--- src/owus_pkg.sv ---
`default_nettype none

package owus_pkg;

    // request kinds carried in the input beat's tuser
    typedef enum logic [2:0] {
        MODE_ECHO  = 3'd0,
        MODE_LOAD  = 3'd1,
        MODE_RESET = 3'd2,
        MODE_WRITE = 3'd3,
        MODE_READ  = 3'd4,
        MODE_WBIT  = 3'd5,
        MODE_RBIT  = 3'd6
    } mode_t;

    // running operation, one-hot
    typedef enum logic [5:0] {
        TASK_IDLE  = 6'b000001,
        TASK_RESET = 6'b000010,
        TASK_WRITE = 6'b000100,
        TASK_READ  = 6'b001000,
        TASK_WBIT  = 6'b010000,
        TASK_RBIT  = 6'b100000
    } task_t;

    // uart bytes: reset pulse, one or read slot, zero
    localparam logic [7:0] TX_RESET = 8'hF0;
    localparam logic [7:0] TX_ONE   = 8'hFF;
    localparam logic [7:0] TX_ZERO  = 8'h00;
    localparam logic [7:0] RX_ONE   = 8'hFF;

    // result beat fields, msb first so tx_valid lands in bit 0
    typedef struct packed {
        logic       status;
        logic       done_res;
        logic [7:0] read_byte;
        logic       read_valid;
        logic       fast_baud;
        logic [7:0] tx_byte;
        logic       tx_valid;
    } res_t;

    // result in flight from the sequencer to the output stage
    typedef struct packed {
        logic       valid;
        logic       use_mem;
        logic [2:0] bit_sel;
        res_t       res;
    } slot_t;

endpackage

`default_nettype wire

--- src/owus_mem.sv ---
`default_nettype none

module owus_mem #(
    parameter int DEPTH = 16,
    parameter int AW    = 4
) (
    input  wire logic          aclk,
    input  wire logic          we,
    input  wire logic [AW-1:0] waddr,
    input  wire logic [7:0]    wdata,
    input  wire logic          re,
    input  wire logic [AW-1:0] raddr,
    output logic      [7:0]    rdata
);

    logic [7:0] mem_reg [DEPTH];
    logic [7:0] rdata_reg;

    // write port for load beats
    always_ff @(posedge aclk) begin
        if (we) begin
            mem_reg[waddr] <= wdata;
        end
    end

    // registered read, held until the next read
    always_ff @(posedge aclk) begin
        if (re) begin
            rdata_reg <= mem_reg[raddr];
        end
    end

    assign rdata = rdata_reg;

endmodule

`default_nettype wire

--- src/owus_ctrl.sv ---
`default_nettype none

module owus_ctrl
    import owus_pkg::*;
#(
    parameter int MAX_BYTES = 16,
    parameter int AW        = 4,
    parameter int CW        = 5
) (
    input  wire logic          aclk,
    input  wire logic          aresetn,
    input  wire logic          accept,
    input  wire logic [2:0]    mode,
    input  wire logic [7:0]    line_byte,
    input  wire logic [7:0]    data_byte,
    input  wire logic [3:0]    buffer_index,
    input  wire logic [4:0]    byte_count,
    output slot_t              slot,
    output logic               mem_we,
    output logic      [AW-1:0] mem_waddr,
    output logic      [7:0]    mem_wdata,
    output logic               mem_re,
    output logic      [AW-1:0] mem_raddr
);

    task_t          task_reg,  task_next;
    logic [2:0]     bit_reg,   bit_next;
    logic [CW-1:0]  byte_reg,  byte_next;
    logic [CW-1:0]  total_reg, total_next;
    logic [7:0]     shift_reg, shift_next;

    logic [CW-1:0]  cnt_clamp;
    logic [2:0]     bit_inc;
    logic [CW-1:0]  byte_inc;
    logic [7:0]     bit_mask;
    logic [7:0]     shift_upd;
    mode_t          mode_in;

    assign mode_in = mode_t'(mode);

    // count: zero acts as one, saturate at buffer depth
    always_comb begin
        if (byte_count == 5'd0) begin
            cnt_clamp = CW'(1);
        end else if (32'(byte_count) > 32'(MAX_BYTES)) begin
            cnt_clamp = CW'(MAX_BYTES);
        end else begin
            cnt_clamp = CW'(byte_count);
        end
    end

    // slot counters and the read shifter with this echo merged in
    assign bit_inc   = bit_reg + 3'd1;
    assign byte_inc  = byte_reg + CW'(1);
    assign bit_mask  = 8'd1 << bit_reg;
    assign shift_upd = (line_byte == RX_ONE) ? (shift_reg | bit_mask)
                                             : (shift_reg & ~bit_mask);

    // buffer write for load beats
    assign mem_we    = accept && (mode_in == MODE_LOAD)
                       && (32'(buffer_index) < 32'(MAX_BYTES));
    assign mem_waddr = AW'(buffer_index);
    assign mem_wdata = data_byte;
    assign mem_re    = accept && slot.use_mem;

    // sequencer: next state and the result of this beat
    always_comb begin
        task_next  = task_reg;
        bit_next   = bit_reg;
        byte_next  = byte_reg;
        total_next = total_reg;
        shift_next = shift_reg;
        slot       = '0;
        mem_raddr  = AW'(byte_reg);

        unique case (mode_in)
            MODE_LOAD: begin
                slot.valid = 1'b0;
            end
            MODE_RESET: begin
                task_next         = TASK_RESET;
                slot.valid        = 1'b1;
                slot.res.tx_valid = 1'b1;
                slot.res.tx_byte  = TX_RESET;
            end
            MODE_WRITE: begin
                task_next          = TASK_WRITE;
                total_next         = cnt_clamp;
                byte_next          = '0;
                bit_next           = 3'd0;
                mem_raddr          = '0;
                slot.valid         = 1'b1;
                slot.use_mem       = 1'b1;
                slot.bit_sel       = 3'd0;
                slot.res.tx_valid  = 1'b1;
                slot.res.fast_baud = 1'b1;
            end
            MODE_READ: begin
                task_next          = TASK_READ;
                total_next         = cnt_clamp;
                byte_next          = '0;
                bit_next           = 3'd0;
                shift_next         = 8'd0;
                slot.valid         = 1'b1;
                slot.res.tx_valid  = 1'b1;
                slot.res.tx_byte   = TX_ONE;
                slot.res.fast_baud = 1'b1;
            end
            MODE_WBIT: begin
                task_next          = TASK_WBIT;
                slot.valid         = 1'b1;
                slot.res.tx_valid  = 1'b1;
                slot.res.tx_byte   = data_byte[0] ? TX_ONE : TX_ZERO;
                slot.res.fast_baud = 1'b1;
            end
            MODE_RBIT: begin
                task_next          = TASK_RBIT;
                slot.valid         = 1'b1;
                slot.res.tx_valid  = 1'b1;
                slot.res.tx_byte   = TX_ONE;
                slot.res.fast_baud = 1'b1;
            end
            MODE_ECHO: begin
                unique case (task_reg)
                    TASK_RESET: begin
                        task_next         = TASK_IDLE;
                        slot.valid        = 1'b1;
                        slot.res.done_res = 1'b1;
                        slot.res.status   = (line_byte == TX_RESET);
                    end
                    TASK_WRITE: begin
                        bit_next           = bit_inc;
                        slot.valid         = 1'b1;
                        slot.res.fast_baud = 1'b1;
                        if (bit_inc == 3'd0) begin
                            byte_next = byte_inc;
                        end
                        if ((bit_inc == 3'd0) && (byte_inc >= total_reg)) begin
                            task_next         = TASK_IDLE;
                            slot.res.done_res = 1'b1;
                        end else begin
                            mem_raddr         = (bit_inc == 3'd0) ? AW'(byte_inc)
                                                                  : AW'(byte_reg);
                            slot.use_mem      = 1'b1;
                            slot.bit_sel      = bit_inc;
                            slot.res.tx_valid = 1'b1;
                        end
                    end
                    TASK_READ: begin
                        bit_next           = bit_inc;
                        shift_next         = shift_upd;
                        slot.valid         = 1'b1;
                        slot.res.fast_baud = 1'b1;
                        if (bit_inc == 3'd0) begin
                            // byte complete
                            shift_next          = 8'd0;
                            byte_next           = byte_inc;
                            slot.res.read_valid = 1'b1;
                            slot.res.read_byte  = shift_upd;
                        end
                        if ((bit_inc == 3'd0) && (byte_inc >= total_reg)) begin
                            task_next         = TASK_IDLE;
                            slot.res.done_res = 1'b1;
                        end else begin
                            slot.res.tx_valid = 1'b1;
                            slot.res.tx_byte  = TX_ONE;
                        end
                    end
                    TASK_WBIT: begin
                        task_next          = TASK_IDLE;
                        slot.valid         = 1'b1;
                        slot.res.fast_baud = 1'b1;
                        slot.res.done_res  = 1'b1;
                    end
                    TASK_RBIT: begin
                        task_next           = TASK_IDLE;
                        slot.valid          = 1'b1;
                        slot.res.fast_baud  = 1'b1;
                        slot.res.read_valid = 1'b1;
                        slot.res.read_byte  = {7'd0, line_byte == RX_ONE};
                        slot.res.done_res   = 1'b1;
                    end
                    default: begin
                        // echo while idle is dropped
                        slot.valid = 1'b0;
                    end
                endcase
            end
            default: begin
                // undefined request kind
                slot.valid = 1'b0;
            end
        endcase

        if (!accept) begin
            slot.valid   = 1'b0;
            slot.use_mem = 1'b0;
        end
    end

    // control registers advance on each accepted beat
    always_ff @(posedge aclk) begin
        if (!aresetn) begin
            task_reg  <= TASK_IDLE;
            bit_reg   <= 3'd0;
            byte_reg  <= '0;
            total_reg <= '0;
            shift_reg <= 8'd0;
        end else if (accept) begin
            task_reg  <= task_next;
            bit_reg   <= bit_next;
            byte_reg  <= byte_next;
            total_reg <= total_next;
            shift_reg <= shift_next;
        end
    end

endmodule

`default_nettype wire

--- src/owus_out.sv ---
`default_nettype none

module owus_out
    import owus_pkg::*;
(
    input  wire logic       aclk,
    input  wire logic       aresetn,
    input  wire slot_t      slot,
    input  wire logic [7:0] rd_data,
    input  wire logic       m_tready,
    output logic            in_ready,
    output logic            m_tvalid,
    output res_t            m_res
);

    logic   s1_valid_reg;
    slot_t  s1_reg;
    logic   m_valid_reg;
    res_t   m_res_reg;
    logic   advance;
    res_t   res_f;

    // stage moves on when the output register is free or being drained
    assign advance  = !m_valid_reg || m_tready;
    assign in_ready = !s1_valid_reg || advance;

    // finish the slot byte from the buffer read
    always_comb begin
        res_f = s1_reg.res;
        if (s1_reg.use_mem) begin
            res_f.tx_byte = rd_data[s1_reg.bit_sel] ? TX_ONE : TX_ZERO;
        end
    end

    // stage one: waits on the buffer read
    always_ff @(posedge aclk) begin
        if (!aresetn) begin
            s1_valid_reg <= 1'b0;
        end else if (in_ready) begin
            s1_valid_reg <= slot.valid;
        end
    end

    always_ff @(posedge aclk) begin
        if (in_ready) begin
            s1_reg <= slot;
        end
    end

    // output register
    always_ff @(posedge aclk) begin
        if (!aresetn) begin
            m_valid_reg <= 1'b0;
        end else if (advance) begin
            m_valid_reg <= s1_valid_reg;
        end
    end

    always_ff @(posedge aclk) begin
        if (advance && s1_valid_reg) begin
            m_res_reg <= res_f;
        end
    end

    assign m_tvalid = m_valid_reg;
    assign m_res    = m_res_reg;

endmodule

`default_nettype wire

--- src/onewire_uart_bit_sequencer.sv ---
`default_nettype none

// channel  dir  ports                      beat contents
// s_       in   s_tvalid s_tready         tuser: mode
//               s_tdata s_tuser           tdata: line_byte data_byte buffer_index byte_count
// m_       out  m_tvalid m_tready m_tdata tdata: tx_valid tx_byte fast_baud read_valid
//                                         read_byte done_res status
//
// one input beat per cycle while s_tready is high; a taken beat passes the sequencer,
// then the write buffer read in stage one, then the output register
// the write buffer is a single memory with a registered read; loads and
// slot reads never meet in the same cycle
// aresetn is synchronous; the buffer keeps its contents over reset
// a stalled m_ side holds stage one, then s_tready drops

module onewire_uart_bit_sequencer
    import owus_pkg::*;
#(
    parameter int MAX_BYTES = 16
) (
    input  wire logic        aclk,
    input  wire logic        aresetn,
    input  wire logic        s_tvalid,
    output logic             s_tready,
    // [7:0] line_byte, [15:8] data_byte, [19:16] buffer_index, [24:20] byte_count
    input  wire logic [31:0] s_tdata,
    // [2:0] mode
    input  wire logic [2:0]  s_tuser,
    output logic             m_tvalid,
    input  wire logic        m_tready,
    // [0] tx_valid, [8:1] tx_byte, [9] fast_baud, [10] read_valid,
    // [18:11] read_byte, [19] done_res, [20] status
    output logic      [23:0] m_tdata
);

    localparam int AW = (MAX_BYTES > 1) ? $clog2(MAX_BYTES) : 1;
    localparam int CW = $clog2(MAX_BYTES + 1);

    logic          accept;
    slot_t         slot;
    logic          mem_we;
    logic [AW-1:0] mem_waddr;
    logic [7:0]    mem_wdata;
    logic          mem_re;
    logic [AW-1:0] mem_raddr;
    logic [7:0]    rd_data;
    res_t          m_res;

    assign accept = s_tvalid && s_tready;

    owus_ctrl #(
        .MAX_BYTES (MAX_BYTES),
        .AW        (AW),
        .CW        (CW)
    ) u_ctrl (
        .aclk         (aclk),
        .aresetn      (aresetn),
        .accept       (accept),
        .mode         (s_tuser),
        .line_byte    (s_tdata[7:0]),
        .data_byte    (s_tdata[15:8]),
        .buffer_index (s_tdata[19:16]),
        .byte_count   (s_tdata[24:20]),
        .slot         (slot),
        .mem_we       (mem_we),
        .mem_waddr    (mem_waddr),
        .mem_wdata    (mem_wdata),
        .mem_re       (mem_re),
        .mem_raddr    (mem_raddr)
    );

    owus_mem #(
        .DEPTH (MAX_BYTES),
        .AW    (AW)
    ) u_mem (
        .aclk  (aclk),
        .we    (mem_we),
        .waddr (mem_waddr),
        .wdata (mem_wdata),
        .re    (mem_re),
        .raddr (mem_raddr),
        .rdata (rd_data)
    );

    owus_out u_out (
        .aclk     (aclk),
        .aresetn  (aresetn),
        .slot     (slot),
        .rd_data  (rd_data),
        .m_tready (m_tready),
        .in_ready (s_tready),
        .m_tvalid (m_tvalid),
        .m_res    (m_res)
    );

    assign m_tdata = {3'd0, m_res};

endmodule

`default_nettype wire

--- config.mk ---
export PLATFORM = sky130hd
export DESIGN_NAME = onewire_uart_bit_sequencer
export DESIGN_NICKNAME = d
export VERILOG_FILES = /design/src/owus_pkg.sv /design/src/owus_mem.sv /design/src/owus_ctrl.sv /design/src/owus_out.sv /design/src/onewire_uart_bit_sequencer.sv
export SDC_FILE = /design/constraint.sdc
export NUM_CORES = 1
export LEC_CHECK = 0
export ABC_AREA = 1
export BUFFER_PORTS_ARGS = -buffer_cell sky130_fd_sc_hd__buf_2
export CORE_MARGIN = 2
export CORE_UTILIZATION = 65
export DETAILED_ROUTE_END_ITERATION = 8
export PLACE_DENSITY = 0.85
export SLEW_MARGIN = 40
export SYNTH_ARGS = -nofsm -noshare
export SYNTH_HDL_FRONTEND = slang
export SYNTH_SLANG_ARGS = --single-unit
export TNS_END_PERCENT = 20
--- constraint.sdc ---
create_clock -name aclk -period 6.83 [get_ports aclk]
set_input_delay 1.0245 -clock aclk [delete_from_list [all_inputs] [get_ports aclk]]
set_output_delay 1.0245 -clock aclk [all_outputs]
set_load 0.01 [all_outputs]
==> results of run 1 <==
==> synth_stat cells (14+ instances only) <==
| library cell | n | share of area |
|---|---|---|
| ha_1 | 14 | 0.019 |
| buf_2 | 16 | 0.0087 |
| nand2_1 | 149 | 0.061 |
| o21ai_0 | 17 | 0.0093 |
| edfxtp_1 | 170 | 0.56 |
| nor2_1 | 64 | 0.026 |
| inv_1 | 149 | 0.061 |
| a21oi_1 | 23 | 0.013 |
| dfxtp_1 | 29 | 0.063 |
| nand3b_1 | 40 | 0.033 |
| nand3_1 | 152 | 0.083 |
| buf_4 | 21 | 0.017 |
==> power breakdown <==
part | internal, mW | switching [mW] | total [mW]
combinational | 0.0542 | 0.128 | 0.182
clock | 0.540 | 0.425 | 0.966
sequential | 1.34 | 0.00978 | 1.35
==> worst paths after layout <==
kind | start | slack [ns] | endpoint
min reg2reg | u_out.res_f[17]$_SDFFCE_PN0N_ | 0.43 | u_out.m_res[17]$_DFFE_PP_
min | u_out.res_f[17]$_SDFFCE_PN0N_ | 0.43 | u_out.m_res[17]$_DFFE_PP_
max | u_ctrl.byte_reg[0]$_SDFFE_PN0P_ | 2.98 | u_mem.rdata[7]$_DFFE_PP_
max reg2reg | u_ctrl.byte_reg[0]$_SDFFE_PN0P_ | 2.98 | u_mem.rdata[7]$_DFFE_PP_
==> cells by family (layout without fill, tap and decap cells) <==
| logic type | after synthesis | in the layout |
|---|---|---|
| compound gates | 66 | 66 |
| xor+xnor | 3 | 3 |
| fa+ha+maj | 14 | 14 |
| buf+inv | 197 | 248 |
| flops | 199 | 199 |
| mux | 1 | 1 |
| other cells | 1 | 3 |
| simple gates | 430 | 430 |
==> final cells by class <==
cell class	count	share of cell area
Clock buffer	21	0.04373
Timing Repair Buffer	59	0.03056
Multi-Input combinational cell	517	0.2677
Clock inverter	11	0.01230
Tap cell	180	0.02236
Sequential cell	199	0.5645
Inverter	157	0.05877
==> worst max-delay path: stages (launching register included) <==
cell	delay, ns
dfxtp_1	0.36
inv_1	0.12
nor3_1	0.29
xor2_1	0.17
inv_1	0.08
ha_1	0.31
nand2_1	0.06
inv_1	0.03
nand2_1	0.05
nand2_1	0.06
nor2_2	0.23
nand4_2	0.11
buf_4	0.37
nand2_2	0.15
buf_4	0.59
nand2_1	0.14
nand3_1	0.11
nand3_1	0.14
nand3_1	0.12
nand2_1	0.09
==> layer usage <==
layer  vias up  track usage  routed length, µm
li1       3129            -                  -
met4         0       0.1164                577
met2       367       0.4389               9315
met3        48      0.06365               1820
met1      3016       0.3574               7636
met5         -            0                  0
==> flow_summary.ini, run 1 <==
[outcome]
outcome = finished, final reports clean

[cts]
postCtsSetupRepairBufs = 0
cts-buffers-inserted = 17
htree_num_levels = 4
cts_tree = done
cts.sinks = 199
worst_setup_hold_path_clk_slew_ns = 0.07
clock_insertion_delay_worst_skew_ns = 0.44
clk_path_buf_depth = 2
clk_root_buffer_cell = clkbuf_16
post_cts_resized = 0
hold_buffers = 0

[placement]
preCtsSetupSlack_ns = 3.040
io_buffers = 54
hpwlAfterDp_um = 12270
gp_congestion = 0.8757
dpl_cell_area_mm2 = 0.009495
placed_cells_incl_taps = 1112

[grt]
grt_pass1_wl_um = 30280
antenna_violations_before_repair = 0
grt_pass1_vias = 5983
grt_start_max_net_pins = 66
track_usage = 0.2723
grt_remaining_overflow = 0

[cells_and_area]
insertedDiodeCount = 0
area_growth_pct = 9.495
register_area_mm2 = 0.005685
final_cells = 1144
finalInstanceArea_mm2 = 0.01007
multi_input_comb_area_mm2 = 0.002696
most-common-layout-cells = 170 x edfxtp_1, 151 x nand3_1, 149 x inv_1
largest_register_ff_count = 128
postLayoutCoreUtil = 0.7284
final_common_cell = edfxtp_1
drive_gt1_frac = 0.1214
fill_cells = 869
layout.nets = 1004

[timing]
setup_ws_ns = 2.978
post-route-min-period_ns = 3.852
slew_headroom = 0.4322
finalHoldWorstSlack_ns = 0.4254
finClkSkew_ns = 0.01000
min_period_over_period = 0.5640
worst_slew_pin_slew_ns = 0.8485
achievable-frequency_ghz = 0.2596
final_max_slew_viol_count = 0
unrepaired_setup_endpoints_after_global_routing = false
number_of_failing_setup_endpoints_in_the_final_timing_report = 0
setup_tns_final_ns = 0
hold_viol_final = 0

[yosys]
synth-seq-area-share = 0.6181
asyncSetResetFlopFracSynth = 0
yosysWarnings = 0
most_common_flop_cell_mapped_by_yosys = edfxtp_1
syn_inst = 911
synth_top_family_by_area = simple AND/OR/NAND/NOR gates
post_synth_num_cell_types = 43
syn_area_mm2 = 0.009198
synth_compound_gate_area_share = 0.04367
post_synthesis_share_of_cell_area_spent_on_xor_and_xnor_gates = 0.002857
synth_adder_area_share = 0.01905
post_synth_mux_area_share = 0.001088
post_synth.cell_area_avg_um2 = 10.10
synth_enable_flop_cells = 170
ys_ff_latch = 199
synth_simple_gate_area_share = 0.2226

[floorplanning]
chipWidth_um = 123.0
design.core.area_mm2 = 0.01383
floorplan_die_height_um = 123.0
pin_count = 65
floorplan.die_area_mm2 = 0.01512
floorplan.rows = 43
start_util = 0.6652

[critical_path]
worst_ep_arrival_time_ns = 4.04
timing.critical_path.to_type = flip-flop
crit_path_max_fanout = 65
critPathRequiredTime_ns = 7.01
type_of_the_worst_setup_path = flip-flop to flip-flop
cp-start-kind = flip-flop
ff2ff_path_depth = 19

[min_path]
worst_hold_path.num_cells = 0
worst_hold_path_type = flip-flop to flip-flop

[power_and_ir_drop]
p_leak_nw = 4.155
power_density_mw_per_mm2 = 247.5
power_mw = 2.493
worst_ir_drop_vdd_mv = 0.1674

[drt]
drc_errors = 0
vias_per_cell = 5.734
vias = 6560
wl_um = 19350
postRouteAntennaNets = 0
starting_drt_drc_count = 843
avgRoutedWirePerCell_um = 16.91
dr_pass1_iterations = 7

[run]
maxCapViolCount = 0
Power figures use the tool's default switching activity.
==> inputs of run 2 (changes only) <==
--- a/config.mk
+++ b/config.mk
@@ -8,9 +8,9 @@
 export ABC_AREA = 1
 export BUFFER_PORTS_ARGS = -buffer_cell sky130_fd_sc_hd__buf_2
 export CORE_MARGIN = 2
-export CORE_UTILIZATION = 65
+export CORE_UTILIZATION = 55
 export DETAILED_ROUTE_END_ITERATION = 8
-export PLACE_DENSITY = 0.85
+export PLACE_DENSITY = 0.77
 export SLEW_MARGIN = 40
 export SYNTH_ARGS = -nofsm -noshare
 export SYNTH_HDL_FRONTEND = slang
==> constraint.sdc (replaced) <==
create_clock -name aclk -period 3.5 [get_ports aclk]
set_input_delay 0.525 -clock aclk [delete_from_list [all_inputs] [get_ports aclk]]
set_output_delay 0.525 -clock aclk [all_outputs]
set_load 0.01 [all_outputs]
==> flow_summary.ini, run 2 (same netlist as run 1, synthesis figures left out) <==
[outcome]
outcome = finished, final reports clean

[cts]
cts-buffers-inserted = 17
clk_path_buf_depth = 2
cts.sinks = 199
htree_num_levels = 4
clk_root_buffer_cell = clkbuf_16
postCtsSetupRepairBufs = 0
worst_setup_hold_path_clk_slew_ns = 0.07
cts_tree = done
hold_buffers = 0
clock_insertion_delay_worst_skew_ns = 0.44

[power_and_ir_drop]
p_leak_nw = 4.257
worst_ir_drop_vdd_mv = 0.3611
power_mw = 4.892
power_density_mw_per_mm2 = 475.6

[floorplanning]
floorplan.die_area_mm2 = 0.01777
design.core.area_mm2 = 0.01647
chipWidth_um = 133.3
floorplan_die_height_um = 133.3
pin_count = 65
start_util = 0.5586
floorplan.rows = 47

[run]
maxCapViolCount = 0

[cells_and_area]
most-common-layout-cells = 170 x edfxtp_1, 152 x nand3_1, 149 x inv_1
multi_input_comb_area_mm2 = 0.002686
postLayoutCoreUtil = 0.6247
final_common_cell = edfxtp_1
layout.nets = 1021
drive_gt1_frac = 0.1397
largest_register_ff_count = 128
register_area_mm2 = 0.005685
insertedDiodeCount = 0
area_growth_pct = 11.83
finalInstanceArea_mm2 = 0.01029
fill_cells = 1276

[drt]
avgRoutedWirePerCell_um = 15.66
starting_drt_drc_count = 533
vias_per_cell = 5.401
dr_pass1_iterations = 6
wl_um = 18810
vias = 6487
drc_errors = 0
postRouteAntennaNets = 0

[critical_path]
type_of_the_worst_setup_path = flip-flop to flip-flop
r2r_end = u_mem.rdata[1]$_DFFE_PP_
critPathRequiredTime_ns = 3.67
crit_path_max_fanout = 26
ff2ff_path_depth = 18
cp-start-kind = flip-flop
worst_ep_arrival_time_ns = 3.35
regToRegStartpoint = u_ctrl.byte_reg[0]$_SDFFE_PN0P_
ff2ff_setup_slack_ns = 0.32
timing.critical_path.to_type = flip-flop

[grt]
grt_pass1_vias = 6072
grt_pass1_wl_um = 29720
antenna_violations_before_repair = 0
grt_remaining_overflow = 0
track_usage = 0.2182
grt_start_max_net_pins = 44

[timing]
min_period_over_period = 0.9091
final_max_slew_viol_count = 0
post-route-min-period_ns = 3.182
finClkSkew_ns = 0.01079
worst_slew_pin_slew_ns = 0.8438
number_of_failing_setup_endpoints_in_the_final_timing_report = 0
setup_tns_final_ns = 0
hold_viol_final = 0
finalHoldWorstSlack_ns = 0.3475
unrepaired_setup_endpoints_after_global_routing = false
slew_headroom = 0.4354
achievable-frequency_ghz = 0.3143

[placement]
hpwlAfterDp_um = 12400
dpl_cell_area_mm2 = 0.009687
gp_congestion = 0.8615
io_buffers = 54

[min_path]
worst_hold_path.num_cells = 3
worstHoldStart = s_tdata[22]
worst_hold_path_type = input port to flip-flop
timing.hold.worst_endpoint = u_ctrl.total_reg[2]$_SDFFE_PN0P_
## run 2: worst max-delay path: stages (launching register included)
cell	delay, ns
dfxtp_1	0.38
inv_1	0.12
nor3_2	0.24
xor2_1	0.17
inv_1	0.08
ha_1	0.31
nand2_1	0.06
inv_1	0.03
nand2_1	0.05
nand2_1	0.05
nor2_2	0.23
nand3_1	0.13
nand2_2	0.13
buf_4	0.29
nand3_1	0.11
nand3_1	0.13
nand3_1	0.13
nand3_1	0.15
nand2_1	0.11
## run 2: repair_timing
| item | in CTS | in global routing |
|---|---|---|
| endpoints found under the hold margin | 0 | 0 |
| gates resized for setup | 0 | 3 |
| setup endpoints to repair | 0 | 8 |
## run 2: metrics by stage
step / instances / setup WS (ns)
after floorplan: 913 / 0.7764
after global placement: 1169 / 0.3203
after detailed placement: 1169 / 0.2715
after CTS: 1201 / 0.2019
after global routing: 1201 / 0.04872
final: 1201 / 0.3181
## run 2: area by class of cell
cell class / instances / share of cell area
multi-input cells: 517 / 0.2612
flip-flops and latches: 199 / 0.5527
inverters: 157 / 0.05778
repair buffers: 76 / 0.04476
well taps: 220 / 0.02676
clock buffers: 20 / 0.04343
clock inverters: 12 / 0.01338
## run 2: how the worst max path moves through the flow
stage,startpoint,to,slack (ns),cells past startpoint
after floorplan,m_tready,u_mem.mem_reg[0][0]$_DFFE_PP_,0.78,6
after global placement,u_ctrl.byte_reg[0]$_SDFFE_PN0P_,u_mem.rdata[6]$_DFFE_PP_,0.32,18
after detailed placement,u_ctrl.byte_reg[0]$_SDFFE_PN0P_,u_mem.rdata[6]$_DFFE_PP_,0.27,18
after CTS,u_ctrl.byte_reg[0]$_SDFFE_PN0P_,u_mem.rdata[5]$_DFFE_PP_,0.20,18
after global routing,u_ctrl.byte_reg[0]$_SDFFE_PN0P_,u_mem.rdata[3]$_DFFE_PP_,0.05,18
final,u_ctrl.byte_reg[0]$_SDFFE_PN0P_,u_mem.rdata[1]$_DFFE_PP_,0.32,18
## run 2: power breakdown
part | switching, mW | total, mW | leakage [nW] | internal (mW)
registers | 0.0174 | 2.62 | 1.84 | 2.60
logic | 0.242 | 0.355 | 2.14 | 0.113
clock network | 0.885 | 1.91 | 0.283 | 1.03
total | 1.14 | 4.89 | 4.26 | 3.75
## run 2: metal layers
metal | track usage | share of wire | vias up
li1 | - | - | 3169
met1 | 0.2810 | 0.41 | 2987
met2 | 0.3628 | 0.49 | 280
met3 | 0.03767 | 0.070 | 51
met4 | 0.1017 | 0.027 | 0
met5 | 0 | 0 | -
==> inputs of run 3 (changes only) <==
--- a/config.mk
+++ b/config.mk
@@ -6,7 +6,7 @@
 export NUM_CORES = 1
 export LEC_CHECK = 0
 export ABC_AREA = 1
-export BUFFER_PORTS_ARGS = -buffer_cell sky130_fd_sc_hd__buf_2
+export BUFFER_PORTS_ARGS = -buffer_cell sky130_fd_sc_hd__clkbuf_2
 export CORE_MARGIN = 2
 export CORE_UTILIZATION = 55
 export DETAILED_ROUTE_END_ITERATION = 8
==> flow_summary.ini, run 3 (same netlist as run 1, synthesis figures left out) <==
[outcome]
outcome = finished, final reports clean

[min_path]
worstHoldStart = s_tdata[22]
worst_hold_path_type = input port to flip-flop

[floorplanning]
floorplan.rows = 47
chipWidth_um = 133.3
floorplan.die_area_mm2 = 0.01777
floorplan_die_height_um = 133.3
design.core.area_mm2 = 0.01647
start_util = 0.5586
pin_count = 65

[cts]
worst_setup_hold_path_clk_slew_ns = 0.07
cts.sinks = 199
post_cts_resized = 0
clk_root_buffer_cell = clkbuf_16
cts-buffers-inserted = 17
clock_insertion_delay_worst_skew_ns = 0.44
postCtsSetupRepairBufs = 0
hold_buffers = 0
cts_tree = done
htree_num_levels = 4
clk_path_buf_depth = 2

[placement]
placed_cells_incl_taps = 1170
gp_congestion = 0.8418
hpwlAfterDp_um = 12240
io_buffers = 54

[timing]
setup_tns_final_ns = 0
achievable-frequency_ghz = 0.3105
min_period_over_period = 0.9200
post-route-min-period_ns = 3.220
number_of_failing_setup_endpoints_in_the_final_timing_report = 0
slew_headroom = 0.4281
finalHoldWorstSlack_ns = 0.3476
worst_slew_pin_slew_ns = 0.8548
hold_viol_final = 0
finClkSkew_ns = 0.01038
unrepaired_setup_endpoints_after_global_routing = false
final_max_slew_viol_count = 0

[cells_and_area]
insertedDiodeCount = 0
most-common-layout-cells = 170 x edfxtp_1, 152 x nand3_1, 149 x inv_1
final_common_cell = edfxtp_1
layout.nets = 1022
largest_register_ff_count = 128
fill_cells = 1284
drive_gt1_frac = 0.1375
area_growth_pct = 12.05
final_cells = 1202

[critical_path]
cp_common_cell = nand2_1
timing.critical_path.to_type = flip-flop
critPathRequiredTime_ns = 3.67
cp-start-kind = flip-flop
worst_ep_arrival_time_ns = 3.39
crit_path_start = u_ctrl.byte_reg[0]$_SDFFE_PN0P_
regToRegStartpoint = u_ctrl.byte_reg[0]$_SDFFE_PN0P_
critPathMaxStageDelay_ns = 0.37
cp_cell_sequence = inv_1 -> nor3_1 -> xor2_1 -> inv_1 -> ha_1 -> nand2_1 -> inv_1 -> nand2_1 -> nand2_1 -> nor2_2 -> nand4_2 -> nand2_2 -> buf_4 -> nand2_1 -> nand3_1 -> nand3_1 -> nand3_1 -> nand2_1
crit_path_max_fanout = 29
cpMaxStageDelayCell = dfxtp_1
type_of_the_worst_setup_path = flip-flop to flip-flop

[run]
maxCapViolCount = 0

[drt]
vias_per_cell = 5.377
drc_errors = 0
vias = 6463
wl_um = 18350
dr_pass1_iterations = 5
postRouteAntennaNets = 0
starting_drt_drc_count = 638
avgRoutedWirePerCell_um = 15.26

[grt]
track_usage = 0.2145
antenna_violations_before_repair = 0
grt_start_max_net_pins = 65
grt_pass1_vias = 6100
grt_pass1_wl_um = 29310
grt_remaining_overflow = 0

[power_and_ir_drop]
power_mw = 4.956
power_density_mw_per_mm2 = 480.9
p_leak_nw = 4.283
worst_ir_drop_vdd_mv = 0.3695
## run 3: cell count changes in the layout (fill, tap and decap cells not counted), sizes merged
cell,change
clkinvlp,+1
buf,-53
bufinv,+1
inv,-2
clkbuf,+53
clkinv,+1
## run 3: layout make-up
class | instances | area [µm²] | area share
Clock buffer | 19 | 442.9 | 0.04298
Inverter | 157 | 594.3 | 0.05767
Timing Repair Buffer | 77 | 471.7 | 0.04577
Multi-Input combinational cell | 517 | 2674 | 0.2594
Clock inverter | 13 | 162.7 | 0.01578
Sequential cell | 199 | 5685 | 0.5517
Tap cell | 220 | 275.3 | 0.02671
## run 3: metrics by stage
step | util | worst slack, ns | area, µm²
2_1_floorplan | - | 0.7764 | 9205
3_3_place_gp | 0.5888 | 0.3102 | 9694
3_5_place_dp | 0.5888 | 0.2275 | 9694
4_1_cts | 0.6255 | 0.2030 | 10300
5_1_grt | 0.6259 | 0.02869 | 10310
6_report | 0.6259 | 0.2799 | 10310
## run 3: final timing paths
check,end,slack [ns],depth (start not counted)
setup / recovery,u_mem.rdata[5]$_DFFE_PP_,0.28,18
setup reg to reg,u_mem.rdata[5]$_DFFE_PP_,0.28,18
hold reg to reg,u_out.m_res[9]$_DFFE_PP_,0.42,0
hold / removal,u_ctrl.total_reg[2]$_SDFFE_PN0P_,0.35,3
## run 3: worst max-delay path: cells and delay by family, from the launching register on
| family | cells | cell delay [ns] |
|---|---|---|
| simple gates | 12 | 1.54 |
| buf+inv | 4 | 0.56 |
| flops | 1 | 0.37 |
| fa+ha+maj | 1 | 0.32 |
| xor+xnor | 1 | 0.17 |
## run 3: power breakdown
part | internal (mW) | switching [mW] | leakage, nW
Clock | 1.09 | 0.884 | 0.291
Combinational | 0.112 | 0.242 | 2.15
Sequential | 2.61 | 0.0180 | 1.84
## run 3: routing by layer
layer | GRT usage | share of wire | vias up
met2 | 0.3623 | 0.50 | 243
met3 | 0.03957 | 0.062 | 41
met5 | 0 | 0 | -
met4 | 0.09456 | 0.025 | 0
met1 | 0.2721 | 0.42 | 3012
li1 | - | - | 3167
